--- src/rtl/skv_pkg.sv ---
// ----------------------------------------------------------------------------
// skv_pkg: shared types and constants of the sorted key/value table
// Sizes, operation and status codes, cell entry and command structs.
// ----------------------------------------------------------------------------
package skv_pkg;

  // Table sizing
  localparam int unsigned CAPACITY      = 16;
  localparam int unsigned MAX_KEY_BYTES = 8;
  localparam int unsigned VALUE_WIDTH   = 32;

  // Item field widths as seen on the ports
  localparam int unsigned REQ_W    = 4;
  localparam int unsigned KEY_IO_W = 64;
  localparam int unsigned LEN_W    = 4;
  localparam int unsigned SLOT_W   = 5;
  localparam int unsigned VAL_IO_W = 32;
  localparam int unsigned STATUS_W = 3;
  localparam int unsigned POS_W    = 5;
  localparam int unsigned CNT_IO_W = 5;

  localparam int unsigned IN_DATA_W =
      ((KEY_IO_W + LEN_W + SLOT_W + VAL_IO_W + 7) / 8) * 8;
  localparam int unsigned RSP_W =
      STATUS_W + 1 + POS_W + VAL_IO_W + KEY_IO_W + LEN_W + CNT_IO_W;
  localparam int unsigned OUT_DATA_W = ((RSP_W + 7) / 8) * 8;

  // Internal widths
  localparam int unsigned KEY_W = 8 * MAX_KEY_BYTES;
  localparam int unsigned VAL_W = (VALUE_WIDTH < VAL_IO_W) ? VALUE_WIDTH : VAL_IO_W;
  localparam int unsigned IDX_W = $clog2(CAPACITY);
  localparam int unsigned CNT_W = $clog2(CAPACITY + 1);
  localparam int unsigned CMP_W = (CNT_W > SLOT_W) ? CNT_W : SLOT_W;

  typedef logic [KEY_W-1:0]      key_t;
  typedef logic [VAL_W-1:0]      val_t;
  typedef logic [LEN_W-1:0]      len_t;
  typedef logic [IDX_W-1:0]      idx_t;
  typedef logic [CNT_W-1:0]      cnt_t;
  typedef logic [CMP_W-1:0]      cmp_t;
  typedef logic [KEY_IO_W-1:0]   io_key_t;
  typedef logic [VAL_IO_W-1:0]   io_val_t;
  typedef logic [POS_W-1:0]      io_pos_t;
  typedef logic [CNT_IO_W-1:0]   io_cnt_t;
  typedef logic [IN_DATA_W-1:0]  in_data_t;
  typedef logic [OUT_DATA_W-1:0] out_data_t;

  typedef enum logic [REQ_W-1:0] {
    REQ_PUT       = 4'd0,
    REQ_GET       = 4'd1,
    REQ_SET       = 4'd2,
    REQ_REMOVE    = 4'd3,
    REQ_CLEAR     = 4'd4,
    REQ_FIND      = 4'd5,
    REQ_READ_AT   = 4'd6,
    REQ_WRITE_AT  = 4'd7,
    REQ_REMOVE_AT = 4'd8,
    REQ_INSERT_AT = 4'd9
  } req_e;

  typedef enum logic [STATUS_W-1:0] {
    STATUS_OK        = 3'd0,
    STATUS_MISSING   = 3'd1,
    STATUS_PRESENT   = 3'd2,
    STATUS_BAD_INDEX = 3'd3,
    STATUS_FULL      = 3'd4
  } status_e;

  // Commands broadcast along the cell row
  typedef enum logic [1:0] {
    CMD_HOLD,
    CMD_INSERT,
    CMD_REMOVE,
    CMD_WRITE_VAL
  } cmd_op_e;

  typedef struct packed {
    key_t key;
    len_t len;
    val_t val;
  } entry_t;

  typedef struct packed {
    cmd_op_e op;
    cmp_t    addr;
    entry_t  ent;
  } cmd_t;

  typedef struct packed {
    logic load_new;
    logic load_val;
    logic take_left;
    logic take_right;
  } cell_ctl_t;

  typedef struct packed {
    logic [REQ_W-1:0] req_type;
    io_key_t          key_bytes;
    len_t             key_length;
    logic [SLOT_W-1:0] slot_index;
    io_val_t          value_in;
  } req_t;

  typedef struct packed {
    status_e status;
    logic    found;
    io_pos_t position;
    io_val_t value_out;
    io_key_t key_out;
    len_t    key_length_out;
    io_cnt_t entry_count_out;
  } rsp_t;

endpackage

--- src/rtl/skv_cell.sv ---
// ----------------------------------------------------------------------------
// skv_cell: one slot of the table row
// Holds one entry, shifts to/from its neighbors, compares against the key.
// ----------------------------------------------------------------------------
module skv_cell (
  input  logic               clk_i,
  input  logic               rst_ni,
  input  skv_pkg::cell_ctl_t ctl_i,
  input  skv_pkg::entry_t    new_i,
  input  skv_pkg::entry_t    left_i,
  input  skv_pkg::entry_t    right_i,
  output skv_pkg::entry_t    ent_o,
  output logic               less_o,
  output logic               greater_o
);

  skv_pkg::entry_t ent_q;
  logic            less_d, greater_d;
  logic            less_q, greater_q;

  always_ff @(posedge clk_i) begin
    priority if (ctl_i.load_new) begin
      ent_q <= new_i;
    end else if (ctl_i.load_val) begin
      ent_q.val <= new_i.val;
    end else if (ctl_i.take_left) begin
      ent_q <= left_i;
    end else if (ctl_i.take_right) begin
      ent_q <= right_i;
    end else begin
      ent_q <= ent_q;
    end
  end

  // order: length first, then key as an unsigned number
  always_comb begin
    less_d    = (ent_q.len < new_i.len) ||
                ((ent_q.len == new_i.len) && (ent_q.key < new_i.key));
    greater_d = (ent_q.len > new_i.len) ||
                ((ent_q.len == new_i.len) && (ent_q.key > new_i.key));
  end

  always_ff @(posedge clk_i or negedge rst_ni) begin
    if (!rst_ni) begin
      less_q    <= 1'b0;
      greater_q <= 1'b0;
    end else begin
      less_q    <= less_d;
      greater_q <= greater_d;
    end
  end

  assign ent_o     = ent_q;
  assign less_o    = less_q;
  assign greater_o = greater_q;

endmodule

--- config.mk ---
export PLATFORM = sky130hd
export DESIGN_NAME = skv_cell
export DESIGN_NICKNAME = d
export VERILOG_FILES = /design/src/rtl/skv_pkg.sv /design/src/rtl/skv_cell.sv
export SDC_FILE = /design/constraint.sdc
export NUM_CORES = 1
export LEC_CHECK = 0
export ABC_AREA = 1
export BUFFER_PORTS_ARGS = -buffer_cell sky130_fd_sc_hd__clkbuf_2
export CAP_MARGIN = 0
export CORE_AREA = 2 2 159 161
export CTS_CLUSTER_DIAMETER = 150
export CTS_CLUSTER_SIZE = 14
export DETAILED_ROUTE_END_ITERATION = 10
export DIE_AREA = 0 0 161 163
export PLACE_DENSITY = 0.65
export SYNTH_ARGS = -nofsm -noshare
export SYNTH_HDL_FRONTEND = slang
export SYNTH_SLANG_ARGS = --single-unit
--- constraint.sdc ---
create_clock -name clk_i -period 2.36 [get_ports clk_i]
set_input_delay 0.472 -clock clk_i [delete_from_list [all_inputs] [get_ports clk_i]]
set_output_delay 0.472 -clock clk_i [all_outputs]
set_load 0.01 [all_outputs]
==> results of run 1 <==
-- path summary, 6_finish.rpt --
| kind | slack (ns) | endpoint | startpoint |
|---|---|---|---|
| worst max-delay path | 0.61 | greater_o$_DFF_PN0_ | ent_o[91]$_DFFE_PP_ |
| worst max register to register | 0.61 | greater_o$_DFF_PN0_ | ent_o[91]$_DFFE_PP_ |
| worst min-delay path | 0.46 | ent_o[4]$_DFFE_PP_ | new_i[4] |
| worst min register to register | 0.76 | less_o$_DFF_PN0_ | ent_o[35]$_DFFE_PP_ |
| max in group asynchronous | 1.79 | less_o$_DFF_PN0_ | rst_ni |
| min in group asynchronous | 0.48 | greater_o$_DFF_PN0_ | rst_ni |
-- what timing repair did --
item / CTS / global route
hold buffers: 1 / 0
endpoints found under the setup margin: 0 / 0
hold endpoints to repair: 2 / 0
gates resized for setup: 0 / 0
buffers inserted: 0 / 0
-- registers in the layout, summed over array words and instances (netlist names) --
register and cells:
ent_o 100, greater_o 1, less_o 1
-- cell families after synthesis --
group	synth area share, %
flip-flops	44.88
buffers and inverters	8.056
adder cells (fa/ha/maj)	12.51
AND/OR/NAND/NOR	15.74
AO/OA/AOI/OAI	18.82
-- where the power goes --
part | total (µW) | leakage, µW | switching [µW] | internal, µW
logic | 1500 | 0.00376 | 840 | 656
registers | 2370 | 0.00104 | 116 | 2250
clock network | 1470 | 0.000136 | 746 | 723
total | 5330 | 0.00493 | 1700 | 3630
-- placed cells by master, fill, tap and decap left out, types with 2 or more instances in the layout --
cell       netlist  final
a21oi_1        100    100
a22oi_1         66     66
a31oi_1         33     33
buf_12           0      8
buf_4            0      4
clkbuf_16        0      9
clkbuf_2         0    405
clkinv_1         2      4
clkinv_2         0      2
dfrtp_1          2      2
edfxtp_1       100    100
ha_1            68     68
inv_1           84     84
inv_2            4      3
inv_6            0      3
nand2_1        204    204
nand3_1          5      5
nand4_1          6      6
nor2_1          51     51
nor2_2           6      5
o21a_1           3      3
o21ai_0          5      4
o21ai_1          3      3
-- layer usage --
layer / vias to the layer above / wire (µm) / global-route usage (%)
met5: - / 0 / 0
met3: 23 / 2007 / 5.500
li1: 3522 / - / -
met4: 0 / 376 / 4.748
met2: 279 / 11920 / 31.14
met1: 3228 / 9821 / 20.47
-- through the flow --
stage	hold WS (ns)	std cells	cell area, µm²	power [µW]	utilization (%)
floorplan	0.1764	789	6814	3177	-
global placement	0.2576	1493	9240	3890	37.45
detailed placement	0.2582	1493	9240	3917	37.45
CTS	0.4410	1510	9523	5427	38.60
global route	0.4548	1510	9523	5659	38.60
finish	0.4578	1511	9525	5332	38.61
-- critical path, cell delays in order (launching register included) --
cell and delay [ns]:
edfxtp_1 0.41, ha_1 0.31, a21oi_1 0.16, o21a_1 0.15, nand2_1 0.07, nand2_1 0.05, nand2_1 0.08, a21oi_1 0.24
nand2_1 0.08, nand2_1 0.06, nand2_1 0.04
-- cell type report --
type | instances | area (µm²)
clock buffer | 9 | 225.2
fill | 2595 | 15150
clock inverter | 7 | 47.55
multi-input combinational | 554 | 3218
inverter | 90 | 339.1
antenna | 1 | 2.502
sequential | 102 | 3053
tap | 330 | 412.9
timing repair buffer | 418 | 2227
==> flow_summary.yaml, run 1 <==
pwr:
  p_leak_uw: 0.004932
  power_density_nw_per_um2: 559.7
  ir_worst_vdd_mv: 0.2991
synthesis:
  post-synth-top-count-cell: "nand2_1"
  synth_top_area_share_pct: 44.14
  synthArstFlopShare_pct: 1.961
  ys_seq_elements: 102
  synth_top_cells_by_area: "edfxtp_1, ha_1, nand2_1"
  ys.flop_type: "edfxtp_1"
  syn_avg_cell_area_um2: 8.622
  yosys-top-cells-count: "nand2_1, a21oi_1, edfxtp_1"
  netlist_area_um2: 6803
  ys_types: 25
  ys_seq_area_share_pct: 44.88
  synth_top_area_cell: "edfxtp_1"
  yosysWarningCount: 0
  syn_inst: 789
  syn_nets: 1163
  synth_edf_count: 100
finish:
  final_layout_size_suffix_gt1_share_pct: 37.54
  nets: 1549
  syn_to_final_growth_pct: 40.02
clock_tree:
  root_buffer: "clkbuf_16"
  cts_htree_levels: 3
  cts_tree: "done"
  cts.sinks: 102
  clock_path_buffers: 2
  clk_latency_ns: 0.36
  path_clk_slew_ns: 0.08
  numCtsBuffers: 9
min_path:
  hold-path-cell-count: 3
  hp-class: "primary input to flop"
global_route:
  grt_usage_pct: 17.54
  grt_pass1_vias: 6728
  antenna_found_initial: 1
  overflow: 0
  grt_max_degree: 88
  grt_pass1_wl_um: 35880
timing:
  relSlewSlack_pct: 60.87
  fmax_mhz: 572.2
  setup_viol: 0
  rsz0062_at_grt: "no"
  worst_pin_slew_ns: 0.5870
  tns_ns: 0
  worst_slack_ns: 0.6124
  post-route-period-util_pct: 74.05
  skew_ns: 0.01131
  hold_viol_final: 0
  fin_crit_ns: 1.748
  maxSlewViolCount: 0
routing:
  wire_per_inst_um: 15.96
  dr.pass1.iters: 6
  antenna_left: 0
  drc: 0
  viasPerCell: 4.667
  vias: 7052
  first_iter_violations: 301
  wl_um: 24120
worst_setup_path:
  startpoint_type: "flop"
  criticalPathCategory: "flop to flop"
  cp.required_ns: 2.61
  endpoint_kind: "flop"
  path_max_fanout: 2
  worstRegToRegCells: 10
  worstPathArrival_ns: 2.00
floorplanning:
  die_area_um2: 26240
  die_height_um: 163
  ioPinCount: 408
  die_x_um: 161
  num_rows: 58
  core-area_um2: 24670
  start_util_pct: 27.57
status:
  status: "complete, no violations"
place:
  hpwl_um: 19470
  gp_congestion: 0.8520
  pre_cts_ws_ns: 0.3827
  port_buffers: 407
job:
  cap_violations: 0
No activity file was read; power rests on OpenSTA's default activity.
==> inputs of run 2 (changes only) <==
Settings changed: CORE_AREA 2 2 159 161 to 2 2 156 158, DIE_AREA 0 0 161 163 to 0 0 158 160, PLACE_DENSITY 0.65 to 0.67.
Clock period 2.36 ns to 1.7 ns, I/O delays scaled along.
==> run 2 against run 1 <==
  * The flow now finishes with violations (setup timing)
  * Via count rose by 4.1%
  * Largest power group unchanged
  * Wire length is 3.4% higher
  * Final area increased by 6.1%
  * Global-route usage grew 1.2 points
  * Die area is 3.7% lower
  * Non-clock buffer count up 52
  * Critical endpoint is now less_o$_DFF_PN0_
==> flow_summary.yaml, run 2 (synthesized netlist as in run 1, its figures left out) <==
timing:
  tns_ns: -0.01431
  rsz0062_at_grt: "yes"
  maxSlewViolCount: 0
  worst_pin_slew_ns: 0.2777
  relSlewSlack_pct: 81.49
  skew_ns: 0.01079
  hold_ws_ns: 0.3360
  post-route-period-util_pct: 100.7
  fin_crit_ns: 1.712
  worst_slack_ns: -0.01233
  hold_viol_final: 0
  fmax_mhz: 584.0
  setup_viol: 2
global_route:
  grtUsageMet2_pct: 33.74
  grt_usage_pct: 18.71
  antenna_found_initial: 2
  grt_use_met3_pct: 5.834
  grt_pass1_wl_um: 36540
  busiest_layer: "met2"
  met1_usage_pct: 21.04
  overflow: 0
  grt_pass1_vias: 7183
  grt_max_degree: 54
worst_setup_path:
  criticalPathCategory: "flop to flop"
  slowest_stage: "edfxtp_1"
  r2r_slack_ns: -0.01
  worstPathArrival_ns: 1.94
  path_max_fanout: 2
  path_common_cell: "nand2_1"
  critPathBufInv: 2
  slowest_delay_ns: 0.44
  crit_family: "simple AND/OR/NAND/NOR gates"
  cp.required_ns: 1.93
  endpoint_kind: "flop"
  path_cells: "ha_4 -> nand2_1 -> inv_1 -> buf_4 -> nand4_1 -> nor2_2 -> nand2_1 -> nand2_1 -> nand2_2 -> nand3b_1 -> nand2_1"
  startpoint_type: "flop"
routing:
  first_iter_violations: 360
  viasPerCell: 4.717
  wire_per_inst_um: 16.02
  wl_um: 24940
  dr.pass1.iters: 5
  drc: 0
  antenna_left: 0
  vias: 7344
place:
  port_buffers: 407
  pre_cts_ws_ns: -0.1457
  gp_congestion: 0.8702
  hpwl_um: 20140
clock_tree:
  root_buffer: "clkbuf_16"
  numCtsBuffers: 9
  clk_latency_ns: 0.35
  path_clk_slew_ns: 0.08
  cts_tree: "done"
  cts.sinks: 102
  cts_htree_levels: 3
  clock_path_buffers: 2
finish:
  final_common_cell: "clkbuf_2"
  largest_reg_flops: 100
  most-common-layout-cells: "clkbuf_2, nand2_1, edfxtp_1"
  final_layout_size_suffix_gt1_share_pct: 42.05
  syn_to_final_growth_pct: 48.52
  nets: 1601
pwr:
  power_density_nw_per_um2: 750.8
  p_leak_uw: 0.005200
  ir_worst_vdd_mv: 0.4224
floorplanning:
  die_area_um2: 25280
  num_rows: 57
  start_util_pct: 28.56
  die_x_um: 158
  die_height_um: 160
  core-area_um2: 23820
  ioPinCount: 408
status:
  status: "finished with violations"
  violations: "setup timing"
job:
  cap_violations: 0
min_path:
  hp-class: "primary input to flop"
## run 2: metrics by stage
stage | cell area [µm²] | cells | power, µW | utilization, %
final | 10100 | 1557 | 7586 | 42.42
after floorplan | 6832 | 789 | 4414 | -
after detailed placement | 9620 | 1531 | 5580 | 40.39
after CTS | 9928 | 1550 | 7607 | 41.68
after global routing | 10100 | 1557 | 8056 | 42.42
after global placement | 9620 | 1531 | 5547 | 40.39
## run 2: final cells by class
cell class	count	area, µm²
fill	2446	13720
inverter	90	339.1
clock inverter	5	36.28
clock buffer	11	232.7
sequential	102	3053
timing repair buffer	470	2668
antenna	1	2.502
tap	324	405.4
multi-input combinational	554	3367
## run 2: timing repair
item	4_1_cts	5_1_grt
setup buffers	2	6
pin swaps	3	6
hold buffers	1	0
hold endpoints to repair	2	0
resized for setup	4	20
gates cloned	0	0
setup endpoints to repair	2	2
## run 2: final timing paths
check,to,from,cells after the start
max,less_o$_DFF_PN0_,ent_o[55]$_DFFE_PP_,11
min,ent_o[16]$_DFFE_PP_,new_i[16],3
max reg2reg,less_o$_DFF_PN0_,ent_o[55]$_DFFE_PP_,11
min reg2reg,less_o$_DFF_PN0_,ent_o[35]$_DFFE_PP_,4
max in group asynchronous,less_o$_DFF_PN0_,rst_ni,2
min in group asynchronous,greater_o$_DFF_PN0_,rst_ni,2
## run 2: power breakdown
| group | internal (µW) | switching (µW) |
|---|---|---|
| clock network | 998 | 964 |
| registers | 3130 | 165 |
| logic | 1080 | 1250 |
## run 2: tightest hold or removal path: cells and delay by family
family	cells	cell delay [ns]
compound gates	1	0.12
buf+inv	1	0.07
simple gates	1	0.03
## run 2: metal layers
layer | vias up | share of wire (%) | wire (µm)
li1 | 3628 | - | -
met1 | 3349 | 40 | 9884
met2 | 335 | 49 | 12260
met3 | 32 | 9.3 | 2315
met4 | 0 | 1.9 | 481
met5 | - | 0 | 0
