==> config.mk <==
export PLATFORM = sky130hd
export DESIGN_NAME = skv_seq
export DESIGN_NICKNAME = d
export VERILOG_FILES = /design/src/rtl/skv_pkg.sv /design/src/rtl/skv_seq.sv
export SDC_FILE = /design/constraint.sdc
export NUM_CORES = 1
export LEC_CHECK = 0
export ABC_AREA = 1
export BUFFER_PORTS_ARGS = -buffer_cell sky130_fd_sc_hd__clkbuf_2
export CORE_AREA = 2 2 214 216
export DETAILED_ROUTE_END_ITERATION = 10
export DIE_AREA = 0 0 216 218
export PLACE_DENSITY_LB_ADDON = 0.3
export SYNTH_ARGS = -nofsm -noshare
export SYNTH_HDL_FRONTEND = slang
export SYNTH_SLANG_ARGS = --single-unit
==> constraint.sdc <==
create_clock -name clk_i -period 2.35 [get_ports clk_i]
set_input_delay 0.235 -clock clk_i [delete_from_list [all_inputs] [get_ports clk_i]]
set_output_delay 0.235 -clock clk_i [all_outputs]
set_load 0.005 [all_outputs]
==> src/rtl/skv_pkg.sv <==
// ----------------------------------------------------------------------------
// skv_pkg: shared types and constants of the sorted key/value table
// Sizes, operation and status codes, cell entry and command structs.
// ----------------------------------------------------------------------------
package skv_pkg;

  // Table sizing
  localparam int unsigned CAPACITY      = 16;
  localparam int unsigned MAX_KEY_BYTES = 8;
  localparam int unsigned VALUE_WIDTH   = 32;

  // Item field widths as seen on the ports
  localparam int unsigned REQ_W    = 4;
  localparam int unsigned KEY_IO_W = 64;
  localparam int unsigned LEN_W    = 4;
  localparam int unsigned SLOT_W   = 5;
  localparam int unsigned VAL_IO_W = 32;
  localparam int unsigned STATUS_W = 3;
  localparam int unsigned POS_W    = 5;
  localparam int unsigned CNT_IO_W = 5;

  localparam int unsigned IN_DATA_W =
      ((KEY_IO_W + LEN_W + SLOT_W + VAL_IO_W + 7) / 8) * 8;
  localparam int unsigned RSP_W =
      STATUS_W + 1 + POS_W + VAL_IO_W + KEY_IO_W + LEN_W + CNT_IO_W;
  localparam int unsigned OUT_DATA_W = ((RSP_W + 7) / 8) * 8;

  // Internal widths
  localparam int unsigned KEY_W = 8 * MAX_KEY_BYTES;
  localparam int unsigned VAL_W = (VALUE_WIDTH < VAL_IO_W) ? VALUE_WIDTH : VAL_IO_W;
  localparam int unsigned IDX_W = $clog2(CAPACITY);
  localparam int unsigned CNT_W = $clog2(CAPACITY + 1);
  localparam int unsigned CMP_W = (CNT_W > SLOT_W) ? CNT_W : SLOT_W;

  typedef logic [KEY_W-1:0]      key_t;
  typedef logic [VAL_W-1:0]      val_t;
  typedef logic [LEN_W-1:0]      len_t;
  typedef logic [IDX_W-1:0]      idx_t;
  typedef logic [CNT_W-1:0]      cnt_t;
  typedef logic [CMP_W-1:0]      cmp_t;
  typedef logic [KEY_IO_W-1:0]   io_key_t;
  typedef logic [VAL_IO_W-1:0]   io_val_t;
  typedef logic [POS_W-1:0]      io_pos_t;
  typedef logic [CNT_IO_W-1:0]   io_cnt_t;
  typedef logic [IN_DATA_W-1:0]  in_data_t;
  typedef logic [OUT_DATA_W-1:0] out_data_t;

  typedef enum logic [REQ_W-1:0] {
    REQ_PUT       = 4'd0,
    REQ_GET       = 4'd1,
    REQ_SET       = 4'd2,
    REQ_REMOVE    = 4'd3,
    REQ_CLEAR     = 4'd4,
    REQ_FIND      = 4'd5,
    REQ_READ_AT   = 4'd6,
    REQ_WRITE_AT  = 4'd7,
    REQ_REMOVE_AT = 4'd8,
    REQ_INSERT_AT = 4'd9
  } req_e;

  typedef enum logic [STATUS_W-1:0] {
    STATUS_OK        = 3'd0,
    STATUS_MISSING   = 3'd1,
    STATUS_PRESENT   = 3'd2,
    STATUS_BAD_INDEX = 3'd3,
    STATUS_FULL      = 3'd4
  } status_e;

  // Commands broadcast along the cell row
  typedef enum logic [1:0] {
    CMD_HOLD,
    CMD_INSERT,
    CMD_REMOVE,
    CMD_WRITE_VAL
  } cmd_op_e;

  typedef struct packed {
    key_t key;
    len_t len;
    val_t val;
  } entry_t;

  typedef struct packed {
    cmd_op_e op;
    cmp_t    addr;
    entry_t  ent;
  } cmd_t;

  typedef struct packed {
    logic load_new;
    logic load_val;
    logic take_left;
    logic take_right;
  } cell_ctl_t;

  typedef struct packed {
    logic [REQ_W-1:0] req_type;
    io_key_t          key_bytes;
    len_t             key_length;
    logic [SLOT_W-1:0] slot_index;
    io_val_t          value_in;
  } req_t;

  typedef struct packed {
    status_e status;
    logic    found;
    io_pos_t position;
    io_val_t value_out;
    io_key_t key_out;
    len_t    key_length_out;
    io_cnt_t entry_count_out;
  } rsp_t;

endpackage

==> src/rtl/skv_seq.sv <==
// ----------------------------------------------------------------------------
// skv_seq: request sequencer of the sorted key/value table
// Takes a request, runs the binary search over the cell flags for lookups,
// decides the result and issues one command to the cell row.
// ----------------------------------------------------------------------------
module skv_seq (
  input  logic                          clk_i,
  input  logic                          rst_ni,
  input  logic                          req_valid_i,
  output logic                          req_ready_o,
  input  skv_pkg::req_t                 req_i,
  output logic                          rsp_valid_o,
  input  logic                          rsp_ready_i,
  output skv_pkg::rsp_t                 rsp_o,
  output skv_pkg::cmd_t                 cmd_o,
  input  skv_pkg::entry_t               rd_ent_i,
  input  logic [skv_pkg::CAPACITY-1:0]  less_i,
  input  logic [skv_pkg::CAPACITY-1:0]  greater_i
);

  typedef enum logic [2:0] {
    S_IDLE,
    S_COMPARE,
    S_SEARCH,
    S_ACCESS,
    S_FINISH
  } state_e;

  state_e            state_q;
  skv_pkg::req_e     kind_q;
  skv_pkg::entry_t   ent_q;
  skv_pkg::entry_t   rd_q;
  skv_pkg::cmp_t     addr_q;
  skv_pkg::cnt_t     count_q, count_d;
  skv_pkg::cnt_t     hi_q, lo_q;
  logic              last_low_q, hit_q;
  logic              rsp_valid_q;
  skv_pkg::rsp_t     rsp_q, rsp_d;
  skv_pkg::cmd_op_e  op_d;

  skv_pkg::req_e     kind_in;
  skv_pkg::len_t     len_in;
  skv_pkg::key_t     key_in;
  logic              is_search;

  logic [skv_pkg::CNT_W:0] sum;
  skv_pkg::idx_t     guess;
  skv_pkg::cnt_t     guess_cnt;
  logic              out_free;
  logic              full;

  // incoming request: saturate the length, mask unused key bytes
  always_comb begin
    kind_in = skv_pkg::req_e'(req_i.req_type);
    len_in  = (req_i.key_length > skv_pkg::len_t'(skv_pkg::MAX_KEY_BYTES)) ?
              skv_pkg::len_t'(skv_pkg::MAX_KEY_BYTES) : req_i.key_length;
    key_in  = '0;
    for (int b = 0; b < int'(skv_pkg::MAX_KEY_BYTES); b++) begin
      if (b < int'(len_in)) begin
        key_in[8*b +: 8] = req_i.key_bytes[8*b +: 8];
      end
    end
    is_search = (kind_in == skv_pkg::REQ_PUT) || (kind_in == skv_pkg::REQ_GET) ||
                (kind_in == skv_pkg::REQ_SET) || (kind_in == skv_pkg::REQ_REMOVE) ||
                (kind_in == skv_pkg::REQ_FIND);
  end

  // probe point: (high + low) / 2, with low kept as low + 1
  always_comb begin
    sum       = {1'b0, hi_q} + {1'b0, lo_q} - 1'b1;
    guess     = sum[skv_pkg::IDX_W:1];
    guess_cnt = skv_pkg::cnt_t'(guess);
  end

  assign out_free = !rsp_valid_q || rsp_ready_i;
  assign full     = (count_q >= skv_pkg::cnt_t'(skv_pkg::CAPACITY));

  // result and table command
  always_comb begin
    rsp_d   = '0;
    op_d    = skv_pkg::CMD_HOLD;
    count_d = count_q;
    unique case (kind_q)
      skv_pkg::REQ_PUT: begin
        rsp_d.found    = hit_q;
        rsp_d.position = skv_pkg::io_pos_t'(addr_q);
        if (hit_q) begin
          rsp_d.status    = skv_pkg::STATUS_PRESENT;
          rsp_d.value_out = skv_pkg::io_val_t'(rd_q.val);
        end else if (full) begin
          rsp_d.status = skv_pkg::STATUS_FULL;
        end else begin
          op_d            = skv_pkg::CMD_INSERT;
          count_d         = count_q + 1'b1;
          rsp_d.value_out = skv_pkg::io_val_t'(ent_q.val);
        end
      end
      skv_pkg::REQ_GET: begin
        rsp_d.found    = hit_q;
        rsp_d.position = skv_pkg::io_pos_t'(addr_q);
        if (hit_q) begin
          rsp_d.value_out = skv_pkg::io_val_t'(rd_q.val);
        end else begin
          rsp_d.status    = skv_pkg::STATUS_MISSING;
          rsp_d.value_out = skv_pkg::io_val_t'(ent_q.val);
        end
      end
      skv_pkg::REQ_SET: begin
        rsp_d.found    = hit_q;
        rsp_d.position = skv_pkg::io_pos_t'(addr_q);
        if (hit_q) begin
          op_d            = skv_pkg::CMD_WRITE_VAL;
          rsp_d.value_out = skv_pkg::io_val_t'(ent_q.val);
        end else begin
          rsp_d.status = skv_pkg::STATUS_MISSING;
        end
      end
      skv_pkg::REQ_REMOVE: begin
        rsp_d.found    = hit_q;
        rsp_d.position = skv_pkg::io_pos_t'(addr_q);
        if (hit_q) begin
          op_d            = skv_pkg::CMD_REMOVE;
          count_d         = count_q - 1'b1;
          rsp_d.value_out = skv_pkg::io_val_t'(rd_q.val);
        end else begin
          rsp_d.status = skv_pkg::STATUS_MISSING;
        end
      end
      skv_pkg::REQ_FIND: begin
        rsp_d.found    = hit_q;
        rsp_d.position = skv_pkg::io_pos_t'(addr_q);
        if (!hit_q) begin
          rsp_d.status = skv_pkg::STATUS_MISSING;
        end
      end
      skv_pkg::REQ_CLEAR: begin
        count_d = '0;
      end
      skv_pkg::REQ_READ_AT, skv_pkg::REQ_WRITE_AT, skv_pkg::REQ_REMOVE_AT: begin
        rsp_d.position = skv_pkg::io_pos_t'(addr_q);
        if (addr_q >= skv_pkg::cmp_t'(count_q)) begin
          rsp_d.status = skv_pkg::STATUS_BAD_INDEX;
        end else begin
          rsp_d.key_out        = skv_pkg::io_key_t'(rd_q.key);
          rsp_d.key_length_out = rd_q.len;
          rsp_d.value_out      = skv_pkg::io_val_t'(rd_q.val);
          if (kind_q == skv_pkg::REQ_WRITE_AT) begin
            op_d            = skv_pkg::CMD_WRITE_VAL;
            rsp_d.value_out = skv_pkg::io_val_t'(ent_q.val);
          end
          if (kind_q == skv_pkg::REQ_REMOVE_AT) begin
            op_d    = skv_pkg::CMD_REMOVE;
            count_d = count_q - 1'b1;
          end
        end
      end
      skv_pkg::REQ_INSERT_AT: begin
        rsp_d.position = skv_pkg::io_pos_t'(addr_q);
        if (addr_q > skv_pkg::cmp_t'(count_q)) begin
          rsp_d.status = skv_pkg::STATUS_BAD_INDEX;
        end else if (full) begin
          rsp_d.status = skv_pkg::STATUS_FULL;
        end else begin
          op_d                 = skv_pkg::CMD_INSERT;
          count_d              = count_q + 1'b1;
          rsp_d.value_out      = skv_pkg::io_val_t'(ent_q.val);
          rsp_d.key_out        = skv_pkg::io_key_t'(ent_q.key);
          rsp_d.key_length_out = ent_q.len;
        end
      end
      default: begin
        // unknown request: no change
      end
    endcase
    rsp_d.entry_count_out = skv_pkg::io_cnt_t'(count_d);
  end

  always_ff @(posedge clk_i or negedge rst_ni) begin
    if (!rst_ni) begin
      state_q     <= S_IDLE;
      kind_q      <= skv_pkg::REQ_CLEAR;
      ent_q       <= '0;
      rd_q        <= '0;
      addr_q      <= '0;
      count_q     <= '0;
      hi_q        <= '0;
      lo_q        <= '0;
      last_low_q  <= 1'b1;
      hit_q       <= 1'b0;
      rsp_valid_q <= 1'b0;
      rsp_q       <= '0;
    end else begin
      // a new result replaces one that leaves in the same cycle
      if ((state_q == S_FINISH) && out_free) begin
        rsp_valid_q <= 1'b1;
      end else if (rsp_ready_i) begin
        rsp_valid_q <= 1'b0;
      end
      unique case (state_q)
        S_IDLE: begin
          if (req_valid_i) begin
            kind_q     <= kind_in;
            ent_q.key  <= key_in;
            ent_q.len  <= len_in;
            ent_q.val  <= req_i.value_in[skv_pkg::VAL_W-1:0];
            addr_q     <= skv_pkg::cmp_t'(req_i.slot_index);
            hi_q       <= count_q;
            lo_q       <= '0;
            last_low_q <= 1'b1;
            hit_q      <= 1'b0;
            state_q    <= is_search ? S_COMPARE : S_ACCESS;
          end
        end
        S_COMPARE: begin
          // cells latch their compare flags against the new key
          state_q <= S_SEARCH;
        end
        S_SEARCH: begin
          if (hi_q <= lo_q) begin
            // miss: insertion point is just past the last probe that went low
            addr_q  <= skv_pkg::cmp_t'(last_low_q ? lo_q : hi_q);
            state_q <= S_ACCESS;
          end else if (less_i[guess]) begin
            lo_q       <= guess_cnt + 1'b1;
            last_low_q <= 1'b1;
          end else if (greater_i[guess]) begin
            hi_q       <= guess_cnt;
            last_low_q <= 1'b0;
          end else begin
            addr_q  <= skv_pkg::cmp_t'(guess_cnt);
            hit_q   <= 1'b1;
            state_q <= S_ACCESS;
          end
        end
        S_ACCESS: begin
          rd_q    <= rd_ent_i;
          state_q <= S_FINISH;
        end
        S_FINISH: begin
          if (out_free) begin
            rsp_q   <= rsp_d;
            count_q <= count_d;
            state_q <= S_IDLE;
          end
        end
        default: begin
          state_q <= S_IDLE;
        end
      endcase
    end
  end

  always_comb begin
    cmd_o.op   = ((state_q == S_FINISH) && out_free) ? op_d : skv_pkg::CMD_HOLD;
    cmd_o.addr = addr_q;
    cmd_o.ent  = ent_q;
  end

  assign req_ready_o = (state_q == S_IDLE);
  assign rsp_valid_o = rsp_valid_q;
  assign rsp_o       = rsp_q;

endmodule

==> impl_summary.txt <==
----------------------------------------------------
[Global routing]
  Wire length of the first global-routing pass ... 103200 µm
  Grt total ovfl ... 0
  Pin count of the biggest net entering global routing ... 70
  Number of global-route vias before repair ... about 19000
  Global-route usage over all layers ... roughly 28%
  Antenna violations before repair ... 5

[Routing]
  ANT nets after route ... 0
  Residual DRC ... 0
  DRT iter0 DRCs ... roughly 1600
  Via total after detailed routing ... ~19000
  Met2 wire len ... 32170 µm
  Length of routed wiring on met1 ... 26360 µm
  Top Layer Used ... met5
  Drt wl/cell ... roughly 19 µm
  Length of routed met3 wiring ... between 5000 and 6000 µm
  Via density per instance ... 5.252
  Final WL ... between 60000 and 70000 µm
  First-pass detailed-route iteration total ... 6

[Timing]
  Crit share post-route ... 111.0%
  Setup slack of the critical path after layout ... -0.2576 ns
  Layout Skew ... 0.03213 ns
  Worst slew margin relative to its limit ... about 53%
  Crit path time final ... 2.608 ns
  Number of failing hold endpoints at the final stage ... 0
  RSZ-0062 raised after global routing ... true
  Number of slew-limit violations in the final report ... 0
  Fmax achieved ... 383.5 MHz
  Transition time of the tightest slew-check pin ... 0.6992 ns
  Setup-violating endpoint count in the final report ... 21

[Worst setup path]
  Slack of the worst reg-to-reg path ... -0.26 ns
  Worst Reg-to-Reg Cells ... 16
  Sequence of cells on the critical path ... inv_2 -> ha_4 -> inv_2 -> ha_4 -> fa_2 -> inv_4 -> nand3_2 -> nand2_1 -> nand2_1 -> nand2_1 -> nand2_1 -> nand3_4 -> nand2_4 -> nand3_4 -> nand2_1 -> nand2_1
  Critical path required time ... 2.79 ns
  Largest fanout of any net on the critical path ... 8
  CP max stage cell ... fa_2
  Sort of element at the end of the critical path ... register
  Category of the critical setup timing path ... reg -> reg
  Start of the worst register-to-register path ... lo_q[1]
  Top cell by count, worst path ... nand2_1
  Delay of the slowest critical-path stage ... 0.66 ns
  Crit path arrival time ... between 3 and 4 ns
  CP Launch Type ... register
  Critical R2R Capture ... addr_q[1]

[Final layout]
  Number of nets in the layout ... 3202
  Fraction of layout cells with a size suffix above 1 ... 26.96%
  Final cell utilization of the core ... 55.82%
  Area Growth Syn to Fin ... 41.83%
  Final std cell area, no fill ... about 25000 µm²

[Synth]
  Fraction of registers with async set/reset ... between 90% and 100%
  Flop and latch count out of synthesis ... 339
  Net count after synthesis ... 2513
  Number of synthesized flops with an enable pin ... 0
  Most common flop cell mapped by yosys ... dfrtp_1
  Mean cell area of the mapped netlist ... 7.869 µm²
  Count of yosys warnings during synthesis ... 0
  Summed instance area of the synthesized netlist ... approximately 18000 µm²
  Number of unique standard cell types used by synthesis ... 40
  Share of the yosys chip area belonging to registers ... 48.03%
  Gate Count Post-Synth ... 2245

[Clock network]
  Root buffer cell ... clkbuf_16
  TritonCTS Buffers ... slightly above 40
  CTS tree ... built
  Clock slew seen by the registers of the worst setup and hold paths ... 0.07 ns
  CTS H-tree lvls ... 2
  Longest Clk Path Bufs ... 3
  Insertion delay of the later-clocked pin in the worst-skew pair ... 0.57 ns
  Count of clock tree sinks ... 339

[Placed design]
  Placed wire-length estimate after detailed placement ... 44140 µm
  Count of port buffers added during placement ... 467
  Gp weighted congestion ... 0.9020
  Placed inst area ... 21310 µm²

[Power]
  Power density over cell area ... 1456 nW/µm²
  Max VDD drop ... 0.8642 mV
  Total Power ... 0.03649 W
  Static leakage ... 12.83 nW

[Floorplanning]
  Die footprint ... roughly 47000 µm²
  Width of the die ... roughly 220 µm
  Area inside the core boundary ... 44890 µm²
  Chip Height ... 218 µm
  Number of I/O pins ... 468
  Starting utilization of the core area ... 39.35%
  Total number of placement rows ... just under 80

[Run status]
  Outcome ... complete, but fails checks
  Violated checks ... negative setup slack

[Min path]
  Sink of the worst hold path ... cmd_o[33]
  Hold path startpoint ... req_i[40]
  Hold Path Depth ... 4
  Class of the most critical hold timing path ... in -> reg

[Run]
  Number of maximum-capacitance violations ... 0

----------------------------------------------------
## cell usage in the layout, fill, tap and decap left out, types with 28 or more instances in the layout
| cell | instances |
|---|---|
| nand4_1 | 71 |
| inv_1 | 239 |
| nor2_1 | 79 |
| mux2_2 | 68 |
| nand3_1 | 104 |
| o21ai_0 | 225 |
| a31oi_1 | 31 |
| dfrtp_1 | 335 |
| o21ai_1 | 28 |
| buf_4 | 91 |
| clkbuf_16 | 41 |
| o31ai_1 | 39 |
| dlygate4sd3_1 | 205 |
| clkbuf_2 | 465 |
| nand3b_1 | 33 |
| a21oi_1 | 43 |
| nand2_1 | 684 |
## synthesized netlist by cell type (4+ instances only)
cell | count | area share (%)
xor2_1 | 4 | 0.20
o31ai_1 | 39 | 1.7
inv_1 | 253 | 5.4
dfrtp_1 | 337 | 48
clkbuf_1 | 83 | 1.8
nand4_1 | 71 | 2.5
nor2_1 | 84 | 1.8
nand3_1 | 122 | 3.5
buf_2 | 40 | 1.1
ha_1 | 21 | 1.5
mux2_2 | 68 | 4.3
nand2_1 | 696 | 15
nand3b_1 | 33 | 1.4
a31oi_1 | 31 | 1.1
o21ai_0 | 230 | 6.5
a21oi_1 | 46 | 1.3
o21ai_1 | 25 | 0.71
a22o_1 | 5 | 0.25
nor2_2 | 5 | 0.18
o22ai_1 | 12 | 0.42
buf_1 | 10 | 0.21
## per-stage QoR
step                      std cells  hold WS, ns  TNS [ns]  worst slack [ns]
after CTS                      3557      0.01026    -4.178           -0.2321
after detailed placement       3272       0.2570    -3.718           -0.2613
after floorplan                2245     -0.06059   -0.1436          -0.01085
after global routing           3566      0.06985    -7.944           -0.4166
final                          3566      0.04950    -4.373           -0.2576
after global placement         3272       0.2540    -2.106           -0.1626
## layer usage
layer	global-route usage, %	vias to the layer above
met1	34.06	8962
met2	46.70	888
met4	13.29	6
li1	-	8695
met5	0	-
met3	5.523	179
## sequential cells by signal, summed over array words and instances (netlist names)
name,count
hit_q,1
rsp_valid_o,1
hi_q,5
addr_q,5
kind_q,4
last_low_q,1
rd_q,100
cmd_o,100
rsp_o,114
lo_q,5
state_q,3
## cell families (layout without fill, tap and decap cells)
| group | count (synthesis) | in the layout | share of synthesized area (%) |
|---|---|---|---|
| other cells | 0 | 2 | 0 |
| mux | 69 | 69 | 4.391 |
| buf+inv | 397 | 1115 | 8.881 |
| compound gates | 392 | 392 | 12.14 |
| flops | 339 | 339 | 48.03 |
| fa+ha+maj | 23 | 23 | 1.714 |
| simple gates | 1019 | 1020 | 24.55 |
| xor+xnor | 6 | 6 | 0.2974 |
## timing repair
item,CTS,global route
gates resized for setup,31,26
hold endpoints to repair,258,0
setup buffers,6,8
hold buffers,205,0
pin swaps,16,10
endpoints found under the setup margin,21,39
cloned,1,0
## how the worst max path moves through the flow
stage | startpoint | to | cells past startpoint
floorplan | rsp_o[4] | rsp_o[47] | 16
global placement | hi_q[1] | hi_q[0] | 15
detailed placement | lo_q[1] | hi_q[0] | 15
CTS | hi_q[1] | lo_q[1] | 14
global route | lo_q[1] | addr_q[1] | 16
finish | lo_q[1] | addr_q[1] | 16
## worst max-delay path: cells and delay by family (launching register included)
kind                       cells  cell delay, ns
adders and majority gates      3            1.07
buffers and inverters          3            0.21
DFF                            1            0.36
and+or+nand+nor               10            0.84
## where the power goes
group	internal [W]	switching [W]
Sequential	0.00857	0.00191
Clock	0.00388	0.00265
Combinational	0.00767	0.0118
## cell type report
| class | count | area [µm²] |
|---|---|---|
| Antenna cell | 2 | 5.005 |
| Clock buffer | 54 | 1145 |
| Clock inverter | 19 | 225.2 |
| Fill cell | 3986 | 19840 |
| Inverter | 259 | 983.4 |
| Multi-Input combinational cell | 1510 | 7995 |
| Sequential cell | 339 | 8488 |
| Tap cell | 600 | 750.7 |
| Timing Repair Buffer | 783 | 5465 |
(Power assumes the default switching activity.)
